[config.mk]
export PLATFORM = sky130hd
export DESIGN_NAME = x86_alu_with_flags_core_flat
export DESIGN_NICKNAME = d
export VERILOG_FILES = /design/src/rtl/xaf_pkg.sv /design/src/rtl/xaf_channels.sv /design/src/rtl/xaf_exec.sv /design/src/rtl/x86_alu_with_flags_core.sv /design/src/flat_wrapper.sv
export VERILOG_INCLUDE_DIRS = /design/src /design/src/rtl
export SDC_FILE = /design/constraint.sdc
export NUM_CORES = 2
export LEC_CHECK = 0
export BUFFER_PORTS_ARGS = -buffer_cell sky130_fd_sc_hd__buf_2
export CORE_ASPECT_RATIO = 1.75
export CORE_UTILIZATION = 55
export DETAILED_ROUTE_END_ITERATION = 8
export PLACE_DENSITY = 0.7
export SLEW_MARGIN = 20
export SYNTH_ARGS = -nofsm -noshare
export SYNTH_HDL_FRONTEND = slang
export SYNTH_SLANG_ARGS = --single-unit
[constraint.sdc]
create_clock -name clock -period 15.4 [get_ports clock]
set_clock_uncertainty 0.15 [all_clocks]
set_input_delay 3.08 -clock clock [delete_from_list [all_inputs] [get_ports clock]]
set_output_delay 3.08 -clock clock [all_outputs]
set_load 0.005 [all_outputs]
[src/rtl/assert_macros.svh]
// assertion macros shared by the alu rtl
// expects signals named clock and reset in the scope of each use
`ifndef ASSERT_MACROS_SVH
`define ASSERT_MACROS_SVH

// same-cycle implication, disabled while in reset
`define XAF_ASSERT_IMP(label, ante, cons, msg) \
   label: assert property (@(posedge clock) disable iff (reset) (ante) |-> (cons)) \
      else $error(msg);

// next-cycle implication, disabled while in reset
`define XAF_ASSERT_NXT(label, ante, cons, msg) \
   label: assert property (@(posedge clock) disable iff (reset) (ante) |=> (cons)) \
      else $error(msg);

`endif

[src/rtl/xaf_pkg.sv]
// shared types and codes for the x86 alu with flags
// no dependencies
package xaf_pkg;

   typedef enum logic [3:0] {
      OP_ADD  = 4'd0,
      OP_ADC  = 4'd1,
      OP_SUB  = 4'd2,
      OP_SBB  = 4'd3,
      OP_AND  = 4'd4,
      OP_OR   = 4'd5,
      OP_XOR  = 4'd6,
      OP_SHL  = 4'd7,
      OP_SAL  = 4'd8,
      OP_SHR  = 4'd9,
      OP_SAR  = 4'd10,
      OP_MUL  = 4'd11,
      OP_IMUL = 4'd12
   } op_type;

   localparam logic [1:0] SIZE_8  = 2'd0;
   localparam logic [1:0] SIZE_16 = 2'd1;

   typedef struct packed {
      logic cf;
      logic of;
      logic sf;
      logic zf;
      logic pf;
   } flags_type;

   typedef struct packed {
      logic [3:0]  op;
      logic [31:0] src_operand;
      logic [31:0] dest_operand;
      logic [1:0]  size_code;
   } req_item_type;

endpackage

[src/rtl/xaf_channels.sv]
// valid/ready channel interfaces for the request and response sides
// no dependencies
interface xaf_req_if;
   logic        valid;
   logic        ready;
   logic [3:0]  op;
   logic [31:0] src_operand;
   logic [31:0] dest_operand;
   logic [1:0]  size_code;

   modport source (output valid, op, src_operand, dest_operand, size_code, input ready);
   modport sink (input valid, op, src_operand, dest_operand, size_code, output ready);
endinterface

interface xaf_rsp_if;
   logic        valid;
   logic        ready;
   logic [63:0] result;
   logic        carry_out;
   logic        overflow_out;
   logic        sign_out;
   logic        zero_out;
   logic        parity_out;

   modport source (output valid, result, carry_out, overflow_out, sign_out, zero_out,
                   parity_out, input ready);
   modport sink (input valid, result, carry_out, overflow_out, sign_out, zero_out,
                 parity_out, output ready);
endinterface

[src/rtl/xaf_exec.sv]
// single-pass alu datapath: add/sub, logic, shifts, multiplies and flag rules
// depends on xaf_pkg
module xaf_exec
   import xaf_pkg::*;
(
   input  req_item_type item,
   input  flags_type    flags_cur,
   output logic [63:0]  result,
   output flags_type    flags_nxt
);

   logic [31:0]        mask;
   logic [31:0]        msb;
   logic [31:0]        st;
   logic [31:0]        dt;
   logic               cin;
   logic [4:0]         cnt;
   logic [32:0]        sum33;
   logic [32:0]        sub_rhs;
   logic [32:0]        diff33;
   logic [63:0]        shl64;
   logic [32:0]        shr33;
   logic [31:0]        dt_sext;
   logic [31:0]        st_sext;
   logic signed [32:0] sar_src;
   logic [32:0]        sar33;
   logic signed [32:0] mul_a;
   logic signed [32:0] mul_b;
   logic signed [65:0] prod;
   logic [63:0]        p;
   logic [31:0]        p_low;
   logic [63:0]        p_sext;
   logic [63:0]        imul_mask;
   logic               mul_hi;
   logic [31:0]        r;
   logic               upd_szp;

   always_comb begin
      case (item.size_code)
         SIZE_8: begin
            mask      = 32'h0000_00FF;
            msb       = 32'h0000_0080;
            imul_mask = 64'h0000_0000_0000_FFFF;
         end
         SIZE_16: begin
            mask      = 32'h0000_FFFF;
            msb       = 32'h0000_8000;
            imul_mask = 64'h0000_0000_FFFF_FFFF;
         end
         default: begin
            mask      = 32'hFFFF_FFFF;
            msb       = 32'h8000_0000;
            imul_mask = 64'hFFFF_FFFF_FFFF_FFFF;
         end
      endcase
   end

   assign st  = item.src_operand & mask;
   assign dt  = item.dest_operand & mask;
   assign cnt = item.src_operand[4:0];
   assign cin = ((item.op == OP_ADC) || (item.op == OP_SBB)) ? flags_cur.cf : 1'b0;

   assign sum33   = {1'b0, dt} + {1'b0, st} + {32'b0, cin};
   assign sub_rhs = {1'b0, st} + {32'b0, cin};
   assign diff33  = {1'b0, dt} - sub_rhs;

   // shifted-out bit lands in bit 0 (right) or bit n (left)
   assign shl64   = {32'b0, dt} << cnt;
   assign shr33   = {dt, 1'b0} >> cnt;
   assign dt_sext = ((dt & msb) != 32'b0) ? (dt | ~mask) : dt;
   assign st_sext = ((st & msb) != 32'b0) ? (st | ~mask) : st;
   assign sar_src = {dt_sext, 1'b0};
   assign sar33   = sar_src >>> cnt;

   assign mul_a  = (item.op == OP_IMUL) ? {dt_sext[31], dt_sext} : {1'b0, dt};
   assign mul_b  = (item.op == OP_IMUL) ? {st_sext[31], st_sext} : {1'b0, st};
   assign prod   = mul_a * mul_b;
   assign p      = prod[63:0];
   assign p_low  = p[31:0] & mask;
   assign p_sext = ((p_low & msb) != 32'b0) ? {32'hFFFF_FFFF, p_low | ~mask}
                                            : {32'b0, p_low};
   assign mul_hi = (p & ~{32'b0, mask}) != 64'b0;

   always_comb begin
      flags_nxt = flags_cur;
      r         = 32'b0;
      result    = 64'b0;
      upd_szp   = 1'b0;
      case (item.op) inside
         OP_ADD, OP_ADC: begin
            r = sum33[31:0] & mask;
            case (item.size_code)
               SIZE_8:  flags_nxt.cf = sum33[8];
               SIZE_16: flags_nxt.cf = sum33[16];
               default: flags_nxt.cf = sum33[32];
            endcase
            flags_nxt.of = |(~(dt ^ st) & (dt ^ r) & msb);
            upd_szp      = 1'b1;
         end
         OP_SUB, OP_SBB: begin
            r            = diff33[31:0] & mask;
            flags_nxt.cf = diff33[32];
            flags_nxt.of = |((dt ^ st) & (dt ^ r) & msb);
            upd_szp      = 1'b1;
         end
         OP_AND, OP_OR, OP_XOR: begin
            case (item.op)
               OP_AND:  r = dt & st;
               OP_OR:   r = dt | st;
               default: r = dt ^ st;
            endcase
            flags_nxt.cf = 1'b0;
            flags_nxt.of = 1'b0;
            upd_szp      = 1'b1;
         end
         OP_SHL, OP_SAL, OP_SHR, OP_SAR: begin
            // zero count passes the operand through and keeps every flag
            if (cnt == 5'd0) begin
               r = dt;
            end else begin
               upd_szp = 1'b1;
               case (item.op)
                  OP_SHR: begin
                     r            = shr33[32:1];
                     flags_nxt.cf = shr33[0];
                  end
                  OP_SAR: begin
                     r            = sar33[32:1] & mask;
                     flags_nxt.cf = sar33[0];
                  end
                  default: begin
                     r = shl64[31:0] & mask;
                     case (item.size_code)
                        SIZE_8:  flags_nxt.cf = shl64[8];
                        SIZE_16: flags_nxt.cf = shl64[16];
                        default: flags_nxt.cf = shl64[32];
                     endcase
                  end
               endcase
            end
         end
         OP_MUL: begin
            flags_nxt.cf = mul_hi;
            flags_nxt.of = mul_hi;
         end
         OP_IMUL: begin
            flags_nxt.cf = (p != p_sext);
            flags_nxt.of = (p != p_sext);
         end
         default: begin
            r = 32'b0;
         end
      endcase

      case (item.op)
         OP_MUL:  result = p;
         OP_IMUL: result = p & imul_mask;
         default: result = {32'b0, r};
      endcase

      if (upd_szp) begin
         flags_nxt.zf = (r == 32'b0);
         flags_nxt.sf = |(r & msb);
         flags_nxt.pf = ~^r[7:0];
      end
   end

endmodule

[src/rtl/x86_alu_with_flags_core.sv]
// top level: request register, alu datapath, flag state and response register
// depends on xaf_pkg, xaf_channels, xaf_exec and assert_macros.svh
//
// One operation is accepted per clock cycle while the response side is not stalled.
// It passes from the request register through the combinational datapath into the
// response register. Throughput is one beat per cycle unless the response stalls; the
// longest path of the datapath is the 33x33 multiplier and its overflow compare.
// The stored CF/OF/SF/ZF/PF flags are updated as each operation moves into the
// response register, so a dependent adc or sbb may follow the previous beat
// directly. A stalled response holds the pipeline; no beat is dropped.
`include "assert_macros.svh"

module x86_alu_with_flags_core
   import xaf_pkg::*;
(
   input logic       clock,
   input logic       reset,
   xaf_req_if.sink   req_chan,
   xaf_rsp_if.source rsp_chan
);

   logic         s1_valid_ff;
   logic         s1_valid_in;
   req_item_type s1_item_ff;
   req_item_type s1_item_in;
   logic         out_valid_ff;
   logic         out_valid_in;
   logic [63:0]  out_result_ff;
   logic [63:0]  out_result_in;
   flags_type    flags_ff;
   flags_type    flags_in;
   logic [63:0]  exec_result;
   flags_type    exec_flags;
   logic         advance;
   logic         req_fire;

   xaf_exec u_exec (
      .item      (s1_item_ff),
      .flags_cur (flags_ff),
      .result    (exec_result),
      .flags_nxt (exec_flags)
   );

   assign advance        = s1_valid_ff && (!out_valid_ff || rsp_chan.ready);
   assign req_chan.ready = !s1_valid_ff || advance;
   assign req_fire       = req_chan.valid && req_chan.ready;

   always_comb begin
      s1_valid_in   = req_chan.ready ? req_chan.valid : s1_valid_ff;
      s1_item_in    = s1_item_ff;
      if (req_fire) begin
         s1_item_in.op           = req_chan.op;
         s1_item_in.src_operand  = req_chan.src_operand;
         s1_item_in.dest_operand = req_chan.dest_operand;
         s1_item_in.size_code    = req_chan.size_code;
      end
      out_valid_in  = advance ? 1'b1 : (out_valid_ff && !rsp_chan.ready);
      out_result_in = advance ? exec_result : out_result_ff;
      flags_in      = advance ? exec_flags : flags_ff;
   end

   always_ff @(posedge clock) begin
      if (reset) begin
         s1_valid_ff  <= 1'b0;
         out_valid_ff <= 1'b0;
         flags_ff     <= '0;
      end else begin
         s1_valid_ff  <= s1_valid_in;
         out_valid_ff <= out_valid_in;
         flags_ff     <= flags_in;
      end
   end

   always_ff @(posedge clock) begin
      s1_item_ff    <= s1_item_in;
      out_result_ff <= out_result_in;
   end

   // flags on the response beat are the stored flag state
   assign rsp_chan.valid        = out_valid_ff;
   assign rsp_chan.result       = out_result_ff;
   assign rsp_chan.carry_out    = flags_ff.cf;
   assign rsp_chan.overflow_out = flags_ff.of;
   assign rsp_chan.sign_out     = flags_ff.sf;
   assign rsp_chan.zero_out     = flags_ff.zf;
   assign rsp_chan.parity_out   = flags_ff.pf;

   `XAF_ASSERT_NXT(a_flags_hold_on_stall, out_valid_ff && !rsp_chan.ready,
      $stable(flags_ff), "flags changed while response stalled")
   `XAF_ASSERT_NXT(a_s1_kept_on_stall, s1_valid_ff && out_valid_ff && !rsp_chan.ready,
      s1_valid_ff, "pending operation lost during stall")
   `XAF_ASSERT_NXT(a_logic_clears_cf_of,
      advance && (s1_item_ff.op == OP_AND || s1_item_ff.op == OP_OR ||
                  s1_item_ff.op == OP_XOR),
      out_valid_ff && !flags_ff.cf && !flags_ff.of, "logic op left cf or of set")
   `XAF_ASSERT_NXT(a_no_advance_keeps_flags, !advance, $stable(flags_ff),
      "flags changed without an operation")

endmodule

[src/flat_wrapper.sv]
// flat-port wrapper written by rule: the top's interface ports become plain ports
module x86_alu_with_flags_core_flat import xaf_pkg::*;
  (clock, reset, req_chan_valid, req_chan_op, req_chan_src_operand, req_chan_dest_operand, req_chan_size_code, req_chan_ready, rsp_chan_valid, rsp_chan_result, rsp_chan_carry_out, rsp_chan_overflow_out, rsp_chan_sign_out, rsp_chan_zero_out, rsp_chan_parity_out, rsp_chan_ready);
  xaf_req_if req_chan_i ();
  xaf_rsp_if rsp_chan_i ();
  input logic clock;
  input logic reset;
  input wire logic [$bits(req_chan_i.valid)-1:0] req_chan_valid;
  input wire logic [$bits(req_chan_i.op)-1:0] req_chan_op;
  input wire logic [$bits(req_chan_i.src_operand)-1:0] req_chan_src_operand;
  input wire logic [$bits(req_chan_i.dest_operand)-1:0] req_chan_dest_operand;
  input wire logic [$bits(req_chan_i.size_code)-1:0] req_chan_size_code;
  output wire logic [$bits(req_chan_i.ready)-1:0] req_chan_ready;
  output wire logic [$bits(rsp_chan_i.valid)-1:0] rsp_chan_valid;
  output wire logic [$bits(rsp_chan_i.result)-1:0] rsp_chan_result;
  output wire logic [$bits(rsp_chan_i.carry_out)-1:0] rsp_chan_carry_out;
  output wire logic [$bits(rsp_chan_i.overflow_out)-1:0] rsp_chan_overflow_out;
  output wire logic [$bits(rsp_chan_i.sign_out)-1:0] rsp_chan_sign_out;
  output wire logic [$bits(rsp_chan_i.zero_out)-1:0] rsp_chan_zero_out;
  output wire logic [$bits(rsp_chan_i.parity_out)-1:0] rsp_chan_parity_out;
  input wire logic [$bits(rsp_chan_i.ready)-1:0] rsp_chan_ready;
  assign req_chan_i.valid = req_chan_valid;
  assign req_chan_i.op = req_chan_op;
  assign req_chan_i.src_operand = req_chan_src_operand;
  assign req_chan_i.dest_operand = req_chan_dest_operand;
  assign req_chan_i.size_code = req_chan_size_code;
  assign req_chan_ready = req_chan_i.ready;
  assign rsp_chan_valid = rsp_chan_i.valid;
  assign rsp_chan_result = rsp_chan_i.result;
  assign rsp_chan_carry_out = rsp_chan_i.carry_out;
  assign rsp_chan_overflow_out = rsp_chan_i.overflow_out;
  assign rsp_chan_sign_out = rsp_chan_i.sign_out;
  assign rsp_chan_zero_out = rsp_chan_i.zero_out;
  assign rsp_chan_parity_out = rsp_chan_i.parity_out;
  assign rsp_chan_i.ready = rsp_chan_ready;
  x86_alu_with_flags_core u_core (.clock(clock), .reset(reset), .req_chan(req_chan_i), .rsp_chan(rsp_chan_i));
endmodule
==> results of run 1 <==
[through the flow]
step	instance area (um2)	setup slack, ps	instances	hold slack [ps]	util, %
2_1_floorplan	54800	4560	6491	328	-
3_3_place_gp	57200	2480	7773	313	58.2
3_5_place_dp	57300	2550	7773	327	58.2
4_1_cts	57800	2520	7805	344	58.8
[synth_stat cells (all sizes together) (35+ instances only)]
library cell	number	area [um2]
o22ai	52	325
inv	1279	4800
a31oi	39	244
nand2	846	3180
a21o	43	323
and2	35	219
a21oi	191	956
nand3	64	320
nor2	860	3230
edfxtp	134	4020
a211oi	42	320
mux2i	97	971
buf	67	287
xnor2	77	674
nand4	40	250
o211ai	59	443
ha	343	4290
clkbuf	281	1050
fa	1129	22600
o21ai	199	996
nor3	65	330
[per-layer routing]
metal	track usage [%]	GRT overflow
met1	58.7	0
met2	85.4	79
met3	29.9	0
met4	65.5	67
met5	8.99	0
[cell families after synthesis]
logic type / share of synthesized area, %
mux: 3.31
compound gates: 11.0
buf+inv: 11.2
simple gates: 16.0
flops: 7.60
fa+ha+maj: 49.1
xor+xnor: 1.74
==> results.toml, run 1 <==
[outcome]
outcome = "aborted with a tool error"
stop_stage = "global routing (5_1_grt)"
stop_error = "[ERROR GRT-0116] Global routing finished with congestion. Check the congestion regions in the DRC Viewer."

[synth]
synth_area_per_cell_um2 = 8.44
syn_area_um2 = 54800
synth_edf_count = 134
synth_cells = 6491
postSynth.asyncResetShare_pct = 0
yosys_warnings = 0
yosys_most_used_dff = "edfxtp_1"
synthDistinctLibCells = 98
yosysSeqAreaShare_pct = 7.60
ys_seq_elements = 141
synth_fp_nets = 8037

[grt]
grt_pass1_wl_mm = 422
grt_max_degree = 101
grt_pass1_vias = 57900
grt_use_total_pct = 59.7
overflow = 146

[clock_network]
cts-root-buf = "clkbuf_16"
cts_made_buffers = 17
cts_resized = 0
clockBufferDepth = 2
cts_max_level = 4
post_cts_buffers = 0
ctsHoldBuffers = 0
cts_sinks = 141

[place]
dp_hpwl_mm = 209
place_congestion = 1.15
io_buffers = 144

[die]
initial_core_util_pct = 55.7
fp.dieH_um = 420
rows = 152
dieWidth_um = 241
io_pins = 145
==> run 2, diff against run 1 <==
--- a/config.mk
+++ b/config.mk
@@ -7,10 +7,9 @@
 export NUM_CORES = 2
 export LEC_CHECK = 0
 export BUFFER_PORTS_ARGS = -buffer_cell sky130_fd_sc_hd__buf_2
-export CORE_ASPECT_RATIO = 1.75
-export CORE_UTILIZATION = 55
+export CORE_UTILIZATION = 40
 export DETAILED_ROUTE_END_ITERATION = 8
-export PLACE_DENSITY = 0.7
+export PLACE_DENSITY_LB_ADDON = 0.15
 export SLEW_MARGIN = 20
 export SYNTH_ARGS = -nofsm -noshare
 export SYNTH_HDL_FRONTEND = slang
==> results.toml, run 2 <==
[critical_path]
cp-end-kind = "flip-flop"
cp.arrival_ps = 13870
critPathLaunch = "u_core.s1_item_ff[66]$_DFFE_PP_"
worstPathRequired_ps = 15690
cpMostUsedCell = "fa_1"
r2r_start = "u_core.s1_item_ff[66]$_DFFE_PP_"
critPathLaunchType = "flip-flop"
worstRegToRegCells = 36
timing.critical_path.buf_inv = 8
max_stage_delay_ps = 730
crit_end = "u_core.rsp_chan.overflow_out$_SDFFE_PP0P_"
crit_cells = 36
critPathSlowestCell = "fa_1"
reg2reg_setup_slack_ps = 1820
crit_fanout = 42
rr_endpoint = "u_core.rsp_chan.overflow_out$_SDFFE_PP0P_"
crit_type = "reg -> reg"
crit_family = "adder cells"

[clock_network]
cts_max_level = 4
post_cts_buffers = 0
clock_latency_ps = 550
cts_sinks = 141
cts_made_buffers = 17
cts_tree = "yes"
clockBufferDepth = 2
cts_resized = 0
clkSlewWorstSetupHoldPaths_ps = 70
cts-root-buf = "clkbuf_16"
ctsHoldBuffers = 0

[synth]
yosys-top-cells-area = "fa_1, inv_1, ha_1"
yosys_warnings = 0
yosysSeqAreaShare_pct = 7.60
yosys_most_used_dff = "edfxtp_1"
yosysTopAreaCell = "fa_1"
synthDistinctLibCells = 98
synth_fp_nets = 8037
synth_cells = 6491
synth_most_common_cell = "inv_1"
synth_edf_count = 134
synth_common_cells = "inv_1, fa_1, nor2_1, nand2_1, ha_1"
ys_seq_elements = 141
syn_area_um2 = 54800
postSynth.asyncResetShare_pct = 0
synth_area_per_cell_um2 = 8.44
synth_top_cell_area_share_pct = 41.2

[die]
coreArea_um2 = 136000
fp.dieH_um = 372
die-area_um2 = 138000
rows = 135
dieWidth_um = 372
io_pins = 145
initial_core_util_pct = 40.4

[finish]
fin_nets = 8014
final_layout_size_suffix_gt1_share_pct = 7.16
final_common_cell = "inv_1"
max_flop_register = "u_core.s1_item_ff"
area_growth_pct = 6.47
largest_register_ffs = 70
layout_common_cells = "inv_1, fa_1, nand2_1, nor2_1, ha_1"

[sta]
max_freq_mhz = 73.6
hold_violations = 0
slew_viol_final = 0
hold_ws_ps = 344
finalSetupTns_ps = 0
rsz0062_at_grt = "false"
setup_viol = 0
worst_pin_slew_ps = 1190
post-route-period-util_pct = 88.2
min_period_ps = 13580
slew_headroom_pct = 20.8

[drt]
met3_length_mm = 20.1
wl_per_cell_um = 27.7
num_vias = 47600
drc = 0
route.met2.wl_mm = 104
via_per_inst = 5.76
firstDrtPassIters = 8
wl_mm = 229
final_antenna_net_count = 0
drt_iter0_markers = 4915
dr.max_layer_used = "met5"
met1Wirelength_mm = 93.2

[job]
max-cap-violations = 0

[grt]
grt_pass1_vias = 49200
overflow = 0
grt_max_degree = 78
grt_pass1_wl_mm = 340
grt_antenna_before_repair = 12
grt_use_total_pct = 34.0

[place]
place_congestion = 0.987
dp_hpwl_mm = 188
io_buffers = 144

[min_path]
worstHoldPathType = "reg -> reg"
hp-start = "u_core.rsp_chan.parity_out$_SDFFE_PP0P_"

[outcome]
outcome = "complete, no violations"
==> run 2: through the flow <==
| stage | util (%) | cells | setup slack, ps | cell area, um2 |
|---|---|---|---|---|
| floorplan | - | 6491 | 4560 | 54800 |
| global placement | 42.6 | 8228 | 2110 | 57700 |
| detailed placement | 42.6 | 8229 | 1930 | 57700 |
| CTS | 43.0 | 8261 | 1860 | 58300 |
| global route | 43.0 | 8262 | 1320 | 58300 |
| finish | 43.0 | 8266 | 1820 | 58300 |
==> run 2: worst min path at each step <==
stage / to / cells past startpoint
after floorplan: u_core.rsp_chan.zero_out$_SDFFE_PP0P_ / 2
after global placement: u_core.rsp_chan.parity_out$_SDFFE_PP0P_ / 2
after detailed placement: u_core.rsp_chan.parity_out$_SDFFE_PP0P_ / 2
after CTS: u_core.rsp_chan.parity_out$_SDFFE_PP0P_ / 2
after global routing: u_core.rsp_chan.parity_out$_SDFFE_PP0P_ / 2
final: u_core.rsp_chan.parity_out$_SDFFE_PP0P_ / 2
==> run 2: worst reg2reg max path, delay by kind of cell (launching register included) <==
family | cells | cell delay (ps)
adder cells (fa/ha/maj) | 9 | 4700
AO/OA/AOI/OAI | 5 | 2140
buffers and inverters | 8 | 1460
AND/OR/NAND/NOR | 13 | 4520
flip-flops | 1 | 360
XOR/XNOR | 1 | 150
==> run 2: cells by family after synthesis <==
| group | after synthesis | share of synthesized area, % |
|---|---|---|
| buf+inv | 1630 | 11.2 |
| fa+ha+maj | 1472 | 49.1 |
| simple gates | 2090 | 16.0 |
| mux | 148 | 3.31 |
| compound gates | 901 | 11.0 |
| flops | 141 | 7.60 |
| xor+xnor | 109 | 1.74 |
==> run 2: area by class of cell <==
type                    count  area (um2)
fillers                 13700       77300
multi-input cells        4720       44600
inverters                1282        4810
flip-flops and latches    141        4160
well taps                1781        2230
repair buffers            306        1970
clock buffers              20         437
clock inverters            12         136
diodes                      4        10.0
==> run 2: metal layers <==
metal	global-route usage, %	vias up
met5	0	-
met4	14.6	14
met3	6.71	474
met2	53.7	2337
met1	45.3	24500
li1	-	20400
Power of run 2 is left out: the tool's default activity adds up to more than one toggle a clock period on the data nets, which glitch-free logic cannot reach.
